==> config.mk <==
export PLATFORM = sky130hd
export DESIGN_NAME = hts_front
export DESIGN_NICKNAME = d
export VERILOG_FILES = /design/src/rtl/hts_pkg.sv /design/src/rtl/hts_front.sv
export SDC_FILE = /design/constraint.sdc
export NUM_CORES = 1
export LEC_CHECK = 0
export ABC_AREA = 1
export BUFFER_PORTS_ARGS = -buffer_cell sky130_fd_sc_hd__buf_2
export CORE_UTILIZATION = 35
export CTS_CLUSTER_SIZE = 25
export DETAILED_ROUTE_END_ITERATION = 16
export PLACE_DENSITY = 0.8
export SYNTH_ARGS = -nofsm -noshare
export SYNTH_HDL_FRONTEND = slang
export SYNTH_SLANG_ARGS = --single-unit
==> constraint.sdc <==
create_clock -name clk_i -period 1.13 [get_ports clk_i]
set_clock_uncertainty 0.05 [all_clocks]
set_input_delay 0.113 -clock clk_i [delete_from_list [all_inputs] [get_ports clk_i]]
set_output_delay 0.113 -clock clk_i [all_outputs]
set_load 0.01 [all_outputs]
==> src/rtl/hts_pkg.sv <==
// Shared types and constants of the Huffman tree stream decoder.
package hts_pkg;

  localparam int unsigned BYTE_W      = 8;
  localparam int unsigned JOB_BITS    = 2 * BYTE_W;
  localparam int unsigned CNT_W       = 5;
  localparam int unsigned QDEPTH      = 2;

  localparam logic [2:0]       TRL_EXT_MAX = 3'd5;
  localparam logic [CNT_W-1:0] BYTE_BITS   = 5'd8;
  localparam logic [3:0]       SYM_BITS    = 4'd8;

  typedef enum logic [1:0] {
    PH_TREE,
    PH_SYM,
    PH_WALK,
    PH_HALT
  } phase_e;

  typedef enum logic [2:0] {
    S_IDLE,
    S_BIT,
    S_POP,
    S_RLOAD,
    S_RCAP,
    S_WCHK,
    S_FLUSH
  } state_e;

  typedef struct packed {
    logic [JOB_BITS-1:0] data;
    logic [CNT_W-1:0]    count;
    logic                trailer;
  } job_t;

endpackage

==> src/rtl/hts_front.sv <==
// Front end: lookahead byte, trailer handling and bit job generation.
module hts_front
  import hts_pkg::*;
(
  input  logic              clk_i,
  input  logic              rst_ni,
  input  logic              s_valid_i,
  output logic              s_ready_o,
  input  logic [BYTE_W-1:0] s_data_i,
  input  logic              s_last_i,
  output logic              push_valid_o,
  output job_t              push_job_o,
  input  logic              push_ready_i
);

  logic [BYTE_W-1:0] held_q, held_d;
  logic              have_q, have_d;
  logic              trl_seen_q, trl_seen_d;
  logic              accept;
  logic [2:0]        n;

  assign s_ready_o = push_ready_i;
  assign accept    = s_valid_i && push_ready_i;
  assign n         = s_data_i[2:0];

  always_comb begin
    held_d       = held_q;
    have_d       = have_q;
    trl_seen_d   = trl_seen_q;
    push_valid_o = 1'b0;
    push_job_o   = '{data: {held_q, {BYTE_W{1'b0}}}, count: BYTE_BITS, trailer: 1'b0};
    if (accept && !trl_seen_q) begin
      if (!have_q) begin
        if (s_last_i) begin
          trl_seen_d = 1'b1;
        end else begin
          held_d = s_data_i;
          have_d = 1'b1;
        end
      end else if (s_last_i) begin
        push_valid_o       = 1'b1;
        push_job_o.data    = {held_q, s_data_i};
        push_job_o.count   = (n <= TRL_EXT_MAX) ? ({2'b00, n} + BYTE_BITS) : {2'b00, n};
        push_job_o.trailer = 1'b1;
        trl_seen_d         = 1'b1;
        have_d             = 1'b0;
      end else begin
        push_valid_o = 1'b1;
        held_d       = s_data_i;
      end
    end
  end

  always_ff @(posedge clk_i or negedge rst_ni) begin
    if (!rst_ni) begin
      have_q     <= 1'b0;
      trl_seen_q <= 1'b0;
    end else begin
      have_q     <= have_d;
      trl_seen_q <= trl_seen_d;
    end
  end

  always_ff @(posedge clk_i) begin
    held_q <= held_d;
  end

endmodule

==> flow_summary.ini, run 1 <==
[setup_path]
startpoint_type = flip-flop
worstPathMaxFanout = 5
worst_r2r_endpoint = held_q[6]
startpoint = trl_seen_q
r2r.worst_path.cells = 4
reg2reg_slack_ns = 0
crit_arrival_ns = 1.24
crit_type = reg2out
required_ns = 0.97
r2r-start = trl_seen_q
cp-end-kind = output port

[outcome]
violations = negative setup slack
status = finished with violations

[cts]
root_buffer = clkbuf_4
tritoncts = yes
htreeDepth = 1
cts_made_buffers = 3
clock_path_buffers = 2
cts.sinks = 10
clkSlewWorstSetupHoldPaths_ns = 0.06
clkLatencyLatePin_ns = 0.25

[grt]
grt_pass1_wl_um = 1730
grt_pass1_vias = 415
antenna_found_initial = 0
overflow = 0
grt.total_usage = 0.163
grt_start_max_net_pins = 12

[logic_synthesis]
synth_edf_count = 8
synth_nets = 65
netlist.area_leader.share = 0.447
synthDistinctLibCells = 13
yosysTopAreaCell = edfxtp_1
avgSynthCellArea_um2 = 10.3
synth_cells = 52
async_flop_share = 0.200
synth.most_common_cell = nor2_2
synth_seq_cells = 10
yosys_warnings = 0
synth_flop_cell = edfxtp_1
synth_common_cells = nor2_2 (10), edfxtp_1 (8), nand3_1 (8)
ys_seq_area_frac = 0.540
netlist_area_um2 = 538
synth_area_leaders = edfxtp_1 (45%), nor2_2 (12%), dfrtp_1 (9.3%)

[floorplan]
core-area_um2 = 1370
num_rows = 13
die_w_um = 41.2
die_height_um = 41.2
start_util = 0.394
die_area_um2 = 1700
io_pins = 37

[layout]
post-route-util = 0.659
antenna_cells = 0
fin_cells = 114
area_growth_syn_to_layout_pct = 67.4
drive_gt1_frac = 0.657
nets = 113

[timing]
fin_tns_setup_ns = -3.53
rsz0062_at_grt = true
fin_crit_ns = 1.41
max_clock_freq_ghz = 0.711
period_share = 1.24
hold_viol = 0
setup_slack_ns = -0.276
setup_viol = 14
drv_slew = 0

[routing]
firstDrtPassIters = 4
antenna_left = 0
viasPerCell = 4.63
initialDrtViolationCount = 21
vias = 528
remaining_drc_errors = 0
wl_per_cell_um = 11.4
drt_wl_total_um = 1300

[place]
placed_cells = 99
dp_hpwl_um = 939
dp_slack_ns = -0.0875
port_buffers = 35
place.gp.congestion = 0.668

[power]
clkPwrFrac = 0.339
p_sw_frac = 0.208
p_comb_frac = 0.104
p_leak_nw = 0.392
switching_power_mw = 0.150
ir_worst_vdd_mv = 0.499
finalPower_mw = 0.722
pwr-share-seq = 0.557
p_per_area_nw_per_um2 = 802
p_int_mw = 0.572

[hold_path]
hold_end = held_q[6]
worstHoldPathType = in2reg
hold-path-cell-count = 1
hp-start = s_data_i[6]

[job]
drv_cap = 0
[stage by stage]
step	area, um^2	hold WS [ns]
3_3_place_gp	698	-0.148
6_report	901	0.0159
2_1_floorplan	538	-0.233
3_5_place_dp	698	-0.149
5_1_grt	901	0.00454
4_1_cts	828	0.0141
[state kept, by name, indices dropped and copies added (netlist names)]
name	count
trl_seen_q	1
have_q	1
held_q	8
[logic make-up (layout without fill, tap and decap cells)]
kind of cell / Yosys count / after routing / share of synthesized area
AND/OR/NAND/NOR: 28 / 28 / 0.284
AO/OA/AOI/OAI: 1 / 1 / 0.00929
flip-flops: 10 / 10 / 0.540
buffers and inverters: 12 / 59 / 0.160
other: 1 / 1 / 0.00697
[worst max-delay path, stage by stage (launching register included)]
cell and delay (ns):
dfrtp_1 0.39, buf_6 0.12, inv_4 0.05, nand3_4 0.06
buf_6 0.15, nor2_4 0.08, buf_2 0.13
[worst max path at each step]
stage                                 to  cells after the start  slack [ns]
final                      push_job_o[7]                      6       -0.28
after global routing       push_job_o[2]                      6       -0.34
after CTS                 push_job_o[13]                      6       -0.28
after detailed placement       held_q[1]                      3       -0.09
after global placement         held_q[6]                      3       -0.03
after floorplan                held_q[0]                      3       0.008
[routing by layer]
metal	vias up	global-route usage	part of all wire	wire length [um]
met5	-	0	0	0
met4	0	0.0968	0.0092	12
met3	2	0.0326	0.070	91
met2	25	0.281	0.55	713
met1	242	0.183	0.37	480
li1	259	-	-	-
[area by class of cell]
cell class,instances,area (um^2)
sequential,10,292
multi-input combinational,30,204
tap,15,18.8
clock buffer,4,26.3
timing repair buffer,51,338
inverter,4,22.5
fill,102,465
[power groups by stage]
stage	Combinational (mW)	Sequential (mW)	Clock (mW)
final	0.0747	0.402	0.245
after global routing	0.0832	0.402	0.265
after CTS	0.0688	0.404	0.253
after detailed placement	0.0520	0.411	0
after global placement	0.0500	0.411	0
after floorplan	0.0295	0.408	0
[what timing repair did]
| item | 4_1_cts | 5_1_grt |
|---|---|---|
| gates resized for setup | 9 | 11 |
| hold endpoints to repair | 7 | 0 |
| setup buffers | 1 | 4 |
| hold buffers | 6 | 0 |
| endpoints found under the setup margin | 22 | 23 |
| pin swaps | 0 | 2 |
[cells in the final DEF (no fill, tap or decap), drive strengths merged]
| cell | n |
|---|---|
| nand2 | 6 |
| nor2 | 12 |
| o21ai | 1 |
| clkbuf | 5 |
| inv | 3 |
| dlygate4sd3 | 6 |
| clkinv | 1 |
| conb | 1 |
| dfrtp | 2 |
| nand3 | 10 |
| edfxtp | 8 |
| buf | 44 |
Note: power is estimated with default switching activity, not from simulation.
==> run 2, diff against run 1 <==
- BUFFER_PORTS_ARGS: -buffer_cell sky130_fd_sc_hd__buf_2 -> not set
- CORE_AREA: not set -> 2 2 39 41
- CORE_UTILIZATION: 35 -> not set
- DIE_AREA: not set -> 0 0 41 43
- DONT_BUFFER_PORTS: not set -> 1
- PLACE_DENSITY: 0.8 -> 0.65
==> run 2 against run 1 <==
- the run still ends with negative setup slack left
- design area fell by 20%
- die area increased by 3.8%
- cell count fell by 28%
- combinational power decreased by 33%
- clock power is 3% higher
- total power is 2.7% lower
- clock-buffer cell count is 1 lower
- flip-flop and latch count unchanged
- routed wire length is 9.8% lower
- critical path depth is 1 lower
- via count is 24% lower
- register-to-register slack worse by 0.04 ns
==> flow_summary.ini, run 2 (synthesized netlist as in run 1, its figures left out) <==
[outcome]
status = finished with violations
violations = negative setup slack

[place]
dp_slack_ns = -0.0305
place.gp.congestion = 0.690
port_buffers = 0

[layout]
area_growth_syn_to_layout_pct = 34.2
seqCellArea_um2 = 292
final_cell_mix = dlygate4sd3_1 (10), nor2_2 (9), nand3_1 (8), edfxtp_1 (8)
largestRegisters = held_q (8), have_q (1), trl_seen_q (1)
nets = 80
drive_gt1_frac = 0.470
antenna_cells = 0
fillers = 123
final_common_cell = dlygate4sd3_1
multi_input_area_um2 = 186
largest_register_ffs = 8
top_register = held_q

[routing]
vias = 403
firstDrtPassIters = 4
viasPerCell = 4.91
initialDrtViolationCount = 5
remaining_drc_errors = 0
drt_wl_total_um = 1170
antenna_left = 0
wl_per_cell_um = 14.3

[floorplan]
core-area_um2 = 1380
io_pins = 37
die_w_um = 41
start_util = 0.389
die_area_um2 = 1760
die_height_um = 43
num_rows = 14

[setup_path]
cp-end-kind = output port
reg2reg_slack_ns = -0.04
worst_r2r_endpoint = held_q[4]
worstPathMaxFanout = 11
crit_arrival_ns = 1.18
required_ns = 0.97
r2r.worst_path.cells = 4
startpoint_type = flip-flop
r2r-start = trl_seen_q
crit_type = reg2out

[hold_path]
worstHoldPathType = in2async

[grt]
overflow = 0
grt.total_usage = 0.142
grt_pass1_wl_um = 1620
antenna_found_initial = 0
grt_pass1_vias = 414
grt_start_max_net_pins = 12

[cts]
cts.sinks = 10
cts_made_buffers = 3
clkLatencyLatePin_ns = 0.26
htreeDepth = 1
root_buffer = clkbuf_4
clock_path_buffers = 2
tritoncts = yes
clkSlewWorstSetupHoldPaths_ns = 0.06

[power]
ir_worst_vdd_mv = 0.895
p_per_area_nw_per_um2 = 974
finalPower_mw = 0.703
p_leak_nw = 0.245

[timing]
rsz0062_at_grt = true
drv_slew = 0
setup_viol = 22
max_clock_freq_ghz = 0.747
period_share = 1.19
setup_slack_ns = -0.209
fin_crit_ns = 1.34
hold_viol = 0

[job]
drv_cap = 0
[run 2: per-stage QoR]
step	hold WS, ns	util	instances	TNS [ns]	cell area (um^2)
5_1_grt	0.0318	0.522	82	-3.20	722
6_report	0.0234	0.522	82	-2.43	722
3_3_place_gp	-0.233	0.397	65	0	549
2_1_floorplan	-0.233	-	52	0	538
3_5_place_dp	-0.233	0.397	65	-0.243	549
4_1_cts	0.0182	0.498	81	-2.26	689
[run 2: timing repair]
action	in CTS	in global routing
pin swaps	2	4
hold endpoints to repair	11	0
resized for setup	7	7
endpoints found under the setup margin	22	22
hold buffers	10	0
setup buffers	3	2
[run 2: final cells by class]
class	count	share of cell area
clock inverters	1	0.00520
well taps	16	0.0277
clock buffers	3	0.0312
repair buffers	18	0.246
multi-input cells	30	0.258
inverters	4	0.0277
flip-flops and latches	10	0.404
[run 2: power by group]
| group | leakage, nW | switching, mW | internal [mW] |
|---|---|---|---|
| clock | 0.0154 | 0.124 | 0.128 |
| sequential | 0.0926 | 0.00198 | 0.399 |
| combinational | 0.138 | 0.0196 | 0.0302 |
[run 2: critical path, stage by stage (launching register included)]
cell and delay (ns):
dfrtp_1 0.39, inv_2 0.07, nand3_2 0.08, buf_12 0.16
nor2_2 0.08, buf_4 0.14
[run 2: how the worst max path moves through the flow]
stage | start | to | slack [ns] | depth (start not counted)
2_1_floorplan | trl_seen_q | held_q[0] | 0.008 | 3
3_3_place_gp | trl_seen_q | held_q[5] | 0.006 | 4
3_5_place_dp | trl_seen_q | held_q[5] | -0.03 | 4
4_1_cts | trl_seen_q | push_job_o[2] | -0.21 | 5
5_1_grt | trl_seen_q | push_job_o[8] | -0.25 | 5
6_report | trl_seen_q | push_job_o[3] | -0.21 | 5
[run 2: metal layers]
layer | GRT usage | share of wire | vias to the layer above
met1 | 0.123 | 0.35 | 183
met3 | 0.0995 | 0.12 | 0
met2 | 0.253 | 0.53 | 25
met4 | 0.0200 | 0 | 0
met5 | 0 | 0 | -
li1 | - | - | 195
