**src/rtl/hts_pkg.sv**
```systemverilog
// Shared types and constants of the Huffman tree stream decoder.
package hts_pkg;

  localparam int unsigned BYTE_W      = 8;
  localparam int unsigned JOB_BITS    = 2 * BYTE_W;
  localparam int unsigned CNT_W       = 5;
  localparam int unsigned QDEPTH      = 2;

  localparam logic [2:0]       TRL_EXT_MAX = 3'd5;
  localparam logic [CNT_W-1:0] BYTE_BITS   = 5'd8;
  localparam logic [3:0]       SYM_BITS    = 4'd8;

  typedef enum logic [1:0] {
    PH_TREE,
    PH_SYM,
    PH_WALK,
    PH_HALT
  } phase_e;

  typedef enum logic [2:0] {
    S_IDLE,
    S_BIT,
    S_POP,
    S_RLOAD,
    S_RCAP,
    S_WCHK,
    S_FLUSH
  } state_e;

  typedef struct packed {
    logic [JOB_BITS-1:0] data;
    logic [CNT_W-1:0]    count;
    logic                trailer;
  } job_t;

endpackage

```
**src/rtl/hts_queue.sv**
```systemverilog
// Short job queue between the front end and the decode engine.
module hts_queue
  import hts_pkg::*;
(
  input  logic clk_i,
  input  logic rst_ni,
  input  logic push_valid_i,
  input  job_t push_data_i,
  output logic push_ready_o,
  output logic pop_valid_o,
  output job_t pop_data_o,
  input  logic pop_ready_i
);

  localparam int unsigned PW = (QDEPTH > 1) ? $clog2(QDEPTH) : 1;
  localparam int unsigned CW = $clog2(QDEPTH + 1);

  job_t          slots_q [QDEPTH];
  logic [PW-1:0] wr_ptr_q, wr_ptr_d;
  logic [PW-1:0] rd_ptr_q, rd_ptr_d;
  logic [CW-1:0] count_q, count_d;
  logic          do_push, do_pop;

  assign push_ready_o = (count_q != CW'(QDEPTH));
  assign pop_valid_o  = (count_q != '0);
  assign pop_data_o   = slots_q[rd_ptr_q];
  assign do_push      = push_valid_i && push_ready_o;
  assign do_pop       = pop_valid_o && pop_ready_i;

  always_comb begin
    wr_ptr_d = wr_ptr_q;
    rd_ptr_d = rd_ptr_q;
    count_d  = count_q;
    if (do_push) begin
      wr_ptr_d = (wr_ptr_q == PW'(QDEPTH - 1)) ? '0 : wr_ptr_q + 1'b1;
    end
    if (do_pop) begin
      rd_ptr_d = (rd_ptr_q == PW'(QDEPTH - 1)) ? '0 : rd_ptr_q + 1'b1;
    end
    if (do_push && !do_pop) begin
      count_d = count_q + 1'b1;
    end else if (do_pop && !do_push) begin
      count_d = count_q - 1'b1;
    end
  end

  always_ff @(posedge clk_i or negedge rst_ni) begin
    if (!rst_ni) begin
      wr_ptr_q <= '0;
      rd_ptr_q <= '0;
      count_q  <= '0;
    end else begin
      wr_ptr_q <= wr_ptr_d;
      rd_ptr_q <= rd_ptr_d;
      count_q  <= count_d;
    end
  end

  always_ff @(posedge clk_i) begin
    if (do_push) begin
      slots_q[wr_ptr_q] <= push_data_i;
    end
  end

endmodule

```
**config.mk**
```make
export PLATFORM = sky130hd
export DESIGN_NAME = hts_queue
export DESIGN_NICKNAME = d
export VERILOG_FILES = /design/src/rtl/hts_pkg.sv /design/src/rtl/hts_queue.sv
export SDC_FILE = /design/constraint.sdc
export NUM_CORES = 1
export LEC_CHECK = 0
export ABC_AREA = 1
export BUFFER_PORTS_ARGS = -buffer_cell sky130_fd_sc_hd__buf_2
export CORE_MARGIN = 2
export CORE_UTILIZATION = 46
export DETAILED_ROUTE_END_ITERATION = 10
export PLACE_DENSITY = 0.77
export SLEW_MARGIN = 20
export SYNTH_ARGS = -nofsm -noshare
export SYNTH_HDL_FRONTEND = slang
export SYNTH_SLANG_ARGS = --single-unit
```
**constraint.sdc**
```tcl
create_clock -name clk_i -period 1.9 [get_ports clk_i]
set_input_delay 0.095 -clock clk_i [delete_from_list [all_inputs] [get_ports clk_i]]
set_output_delay 0.095 -clock clk_i [all_outputs]
set_load 0.005 [all_outputs]
```
==> summary.txt, run 1 <==
Global route
  • First-pass GRT wire length: 4600 um
  • Initial antenna violation count: 0
  • Overflow after GRT: 0
  • Vias in the first global route: 1,125
  • GRT Util Overall: 14.8%
  • Largest net degree at the start of global routing: 24

Setup path
  • Crit Path Max Fanout: 4
  • Reg2reg setup slack: 0.44 ns
  • WS Path Type: reg2reg
  • Setup crit end kind: flop
  • Critical Path Source Type: flop
  • Critical path arrival: 1.65 ns
  • Worst reg2reg path startpoint: count_q[0]
  • R2r worst-path depth: 9
  • Worst EP required: 2.09 ns
  • Critical R2R Capture: count_q[1]

STA
  • Fin. max-slew vios: 0
  • Tmin final: 1.46 ns
  • Final WS setup: 0.439 ns
  • Relative slew slack: 74.1%
  • Period utilization: 76.9%
  • Worst Tran Pin Value: 0.387 ns
  • Fmax: 685 MHz
  • Final clock skew: 0.00513 ns
  • Final Setup Violations: 0
  • Fin. Hold Viols: 0
  • RSZ-0062 raised after global routing: false
  • Post-Route Setup TNS: 0 ns

Clock tree
  • Root buffer cell: clkbuf_8
  • H-tree levels: 2
  • # clock sinks: 48
  • CTS tree: done
  • Max Root-Sink Buffers: 2
  • Clock edge transition at the registers on the reported setup and hold paths: 0.07 ns
  • Worst skew pair latency: 0.30 ns
  • Postcts setup bufs: 0
  • Num CTS Buffers: 5

Drt
  • Post-Route WL: 3090 um
  • # DRC: 0
  • Routed length per instance: 11.5 um
  • Total number of vias: 1,218
  • Avg Vias per Cell: 4.53
  • Initial DRT Pass Iterations: 4
  • Post-route ant nets: 0
  • Iter 0 DRT Violations: 35

Logic synthesis
  • Post-synthesis sequential area ratio: 77.9%
  • Most numerous cell in the Yosys netlist: nand2_1
  • Mux cell area share after synthesis: 0%
  • Avg Cell Area, Syn: 12.8 um2
  • Largest family of logic cells by synthesized area: simple AND/OR/NAND/NOR gates
  • Share of async-settable or async-resettable flops after synthesis: 8.33%
  • Syn Inst Count: 143
  • Distinct cells, synth: 13
  • Top post-synthesis cells by count: nand2_1, edfxtp_1, inv_1, dfrtp_1
  • Main synth FF type: edfxtp_1
  • Compound-Gate Fraction of Synth Area: 0%
  • XOR/XNOR Fraction of Synth Area: 0.960%
  • Syn nets: 170
  • Post-synth EDFFs: 44
  • Top-area cell type share of the netlist area: 72.4%
  • Cell Area, Synth: 1820 um2
  • Synth Area in Simple Gates: 16.9%
  • Synth Area in Adders: 0.686%
  • Synth area leader: edfxtp_1
  • Synth warn: 0
  • Flops & latches, synth: 48
  • Dominant cells by area after synthesis: edfxtp_1, nand2_1, dfrtp_1

Power and ir drop
  • Leak Pwr: 1.08 nW
  • Peak VDD IR: 0.872 mV
  • Pwr/cell area: 1290 nW/um2

Finish
  • # diodes: 0
  • Util after Layout: 64.8%
  • Area Overhead vs Synth: 33.0%
  • Layout cells sized above 1: 27.1%
  • Final #Nets: 248

Floorplan
  • DIE HEIGHT: 67.0 um
  • Number of cell rows: 22
  • Initial Utilization: 48.7%
  • Die width: 67.0 um
  • Die area: 4490 um2
  • Core area: 3740 um2
  • Top Ports: 50

Place
  • GPL Wtd Cong: 0.860
  • # port buffers: 49
  • Detailed Place HPWL: 1810 um
  • DP Worst Slack: 0.458 ns

Min path
  • Worst Hold Class: in2reg
  • Hold depth: 3
  • Worst Hold End: rd_ptr_q
  • HP Start: pop_ready_i

Status
  • Status: finished, final reports clean

Run
  • Max Cap Viol: 0
## worst max-delay path: stages (launching register included)
cell     delay, ns
dfrtp_1       0.40
inv_1         0.09
nand2_1       0.06
nand2_1       0.15
inv_1         0.06
ha_1          0.32
inv_1         0.09
nand3_1       0.08
nand2_1       0.06
nand2_1       0.05
## layout make-up
type                            instances  area (um2)
Inverter                                7        26.3
Fill cell                             280        1320
Sequential cell                        48        1420
Multi-Input combinational cell         84         344
Clock inverter                          2        7.51
Timing Repair Buffer                   75         498
Tap cell                               48        60.1
Clock buffer                            5        68.8
## worst max-delay path by stage
| stage | slack, ns | endpoint | from |
|---|---|---|---|
| after CTS | 0.44 | count_q[1] | count_q[0] |
| after floorplan | -0.07 | slots_q[0][0] | count_q[0] |
| after detailed placement | 0.46 | count_q[1] | count_q[0] |
| final | 0.44 | count_q[1] | count_q[0] |
| after global placement | 0.49 | count_q[1] | count_q[0] |
| after global routing | 0.29 | count_q[1] | count_q[0] |
## flip-flops by register name, indices dropped and copies added (netlist names)
| signal | cells |
|---|---|
| wr_ptr_q | 1 |
| rd_ptr_q | 1 |
| slots_q | 44 |
| count_q | 2 |
## cell families (layout without fill, tap and decap cells)
| group | Yosys count | after routing |
|---|---|---|
| buf+inv | 11 | 89 |
| simple gates | 81 | 81 |
| fa+ha+maj | 1 | 1 |
| xor+xnor | 2 | 2 |
| flops | 48 | 48 |
## stage by stage
stage	cells	area [um2]	hold slack [ns]	power, mW
after floorplan	143	1820	-0.201	2.20
after global placement	239	2120	-0.0897	2.57
after detailed placement	239	2120	-0.0915	2.59
after CTS	269	2430	0.0440	3.15
after global routing	269	2430	0.0830	3.35
final	269	2430	0.0481	3.13
## cell usage in the layout (no fill, tap or decap)
cell and n:
nand2_1 76, nand3_1 2, edfxtp_1 44, xnor2_1 1
xor2_1 1, dfrtp_1 4, inv_2 1, clkbuf_8 5
dlygate4sd3_1 23, inv_1 6, buf_4 3, ha_1 1
buf_2 49, nor2_2 2, clkinv_1 2, nand4_1 1
## routing by layer
metal / track usage, % / wire [um]
met1: 14.3 / 1310
met2: 28.0 / 1540
met3: 5.41 / 179
met4: 6.12 / 59
met5: 0 / 0
## power breakdown
group	switching, mW	internal [mW]
clock network	0.292	0.243
registers	0.0722	1.45
logic	0.650	0.426
## what timing repair did
action,4_1_cts,5_1_grt
hold buffers,23,0
hold endpoints to repair,48,0
resized for setup,0,0
Note: power is estimated with default switching activity, not from simulation.
==> inputs of run 2 (changes only) <==
Clock period 1.9 ns to 1.2 ns, I/O delays scaled along.
==> summary.txt, run 2 (synthesized netlist as in run 1, its figures left out) <==
Global route
  • Met3 Use GR: 5.24%
  • Vias in the first global route: 1,100
  • Met2 Use GR: 26.5%
  • Met1 Usage GRT: 17.4%
  • Gr busiest metal: met2
  • Initial antenna violation count: 0
  • Largest net degree at the start of global routing: 24
  • GRT Util Overall: 15.4%
  • Overflow after GRT: 0
  • First-pass GRT wire length: 4840 um

Place
  • Detailed Place HPWL: 1990 um
  • Cells after DPL: 245
  • Placed Area: 2250 um2
  • GPL Wtd Cong: 0.724
  • # port buffers: 49

Power and ir drop
  • Peak VDD IR: 1.45 mV
  • Tot Pwr: 5.88 mW
  • Sw frac: 31.7%
  • Pwr/cell area: 2190 nW/um2
  • Net Switching: 1.86 mW
  • Pint: 4.02 mW
  • Combinational Power Share: 39.2%
  • Clock share of power: 19.0%
  • Share of power burned in registers: 41.8%
  • Leak Pwr: 1.18 nW

Setup path
  • Largest stage delay, worst path: 0.44 ns
  • WP buf/inv: 1
  • Crit Path Max Fanout: 5
  • Reg2reg setup slack: -0.09 ns
  • WS Path Type: reg2reg
  • Critical path arrival: 1.31 ns
  • Setup crit end kind: flop
  • CP top delay family: flip-flops
  • Worst EP required: 1.22 ns
  • Critical Path Source Type: flop
  • Critical path's slowest cell: dfrtp_1
  • CP cell instances: nand2_4, nand2_8, nor2_4, clkbuf_16

STA
  • Fmax: 774 MHz
  • RSZ-0062 raised after global routing: true
  • Worst Tran Pin Value: 0.210 ns
  • Period utilization: 108%
  • Fin. max-slew vios: 0
  • Fin. Hold Viols: 0
  • Final Setup Violations: 68
  • Tmin final: 1.29 ns
  • Final WS setup: -0.0922 ns
  • Post-Route Setup TNS: -2.78 ns
  • Relative slew slack: 85.9%
  • Final clock skew: 0.00528 ns
  • WHS: 0.0248 ns

Finish
  • Final #Nets: 258
  • Layout cells sized above 1: 36.2%
  • Fill cells: 239
  • Max reg flops: 44
  • Largest Register: slots_q
  • Final Cell Area: 2680 um2
  • Commonest non-fill, non-tap cell in the layout: nand2_1
  • Area Overhead vs Synth: 47.1%
  • Final cell count without fillers: 280
  • # diodes: 0
  • Most frequent cells in the layout: nand2_1, buf_2, edfxtp_1
  • Top flop regs: slots_q (44), count_q (2)

Status
  • Failing checks: negative setup slack
  • Status: complete, but fails checks

Clock tree
  • Num CTS Buffers: 5
  • Max Root-Sink Buffers: 2
  • # clock sinks: 48
  • Worst skew pair latency: 0.29 ns
  • Clock edge transition at the registers on the reported setup and hold paths: 0.08 ns
  • H-tree levels: 2
  • Root buffer cell: clkbuf_8
  • CTS tree: done

Run
  • Max Cap Viol: 0

Floorplan
  • Core area: 3740 um2
  • Die width: 67.0 um
  • DIE HEIGHT: 67.0 um
  • Die area: 4490 um2
  • Initial Utilization: 48.7%
  • Top Ports: 50
  • Number of cell rows: 22

Drt
  • Initial DRT Pass Iterations: 4
  • Routed length per instance: 11.7 um
  • # DRC: 0
  • Post-route ant nets: 0
  • Post-Route WL: 3290 um
  • Total number of vias: 1,259
  • Iter 0 DRT Violations: 49
  • Avg Vias per Cell: 4.50

Min path
  • Worst Hold Class: in2reg
## run 2: cell count changes in the layout (fill, tap and decap cells not counted), moves of 3 or more
cell     delta
buf_12      +5
nand2_1     -5
buf_4       +4
inv_1       -3
nand2_2     +3
## run 2: path summary, 6_finish.rpt
kind,startpoint,end,depth (start not counted)
max in group asynchronous,rst_ni,rd_ptr_q,2
max,count_q[1],slots_q[0][17],4
max reg2reg,count_q[1],slots_q[0][17],4
min reg2reg,count_q[0],count_q[0],2
min,pop_ready_i,rd_ptr_q,3
min in group asynchronous,rst_ni,count_q[0],2
## run 2: tightest hold or removal path, cell delays in order
cell     delay, ns
buf_2         0.11
nand3_1       0.07
nand2_1       0.05
## run 2: layout make-up
type                       count  area (um2)  share of cell area [%]
multi-input combinational     84         403                    15.0
inverter                       7        33.8                    1.26
tap                           48        60.1                    2.24
sequential                    48        1420                    53.0
clock buffer                   5        68.8                    2.56
clock inverter                 3        42.5                    1.59
timing repair buffer          85         653                    24.3
## run 2: repair_timing
| action | in CTS | in global routing |
|---|---|---|
| endpoints found under the setup margin | 23 | 69 |
| setup buffers | 0 | 3 |
| gates cloned | 0 | 1 |
| hold buffers | 23 | 0 |
| resized for setup | 10 | 4 |
| hold endpoints to repair | 48 | 0 |
| pin swaps | 1 | 1 |
## run 2: metrics by stage
stage               utilization, %  worst slack (ns)
global route                  71.7            -0.159
detailed placement            60.2           -0.0833
global placement              60.2           -0.0368
CTS                           69.9           -0.0428
finish                        71.7           -0.0922
floorplan                        -            -0.111
## run 2: power groups by stage
stage	sequential (mW)	clock [mW]	combinational (mW)
3_3_place_gp	2.45	0	2.00
6_report	2.46	1.12	2.30
3_5_place_dp	2.46	0	2.02
4_1_cts	2.45	1.13	2.15
2_1_floorplan	2.46	0	1.13
5_1_grt	2.49	1.22	2.58
## run 2: routing by layer
metal	vias up	wire [um]
met1	568	1280
li1	646	-
met5	-	0
met2	39	1760
met3	6	203
met4	0	48
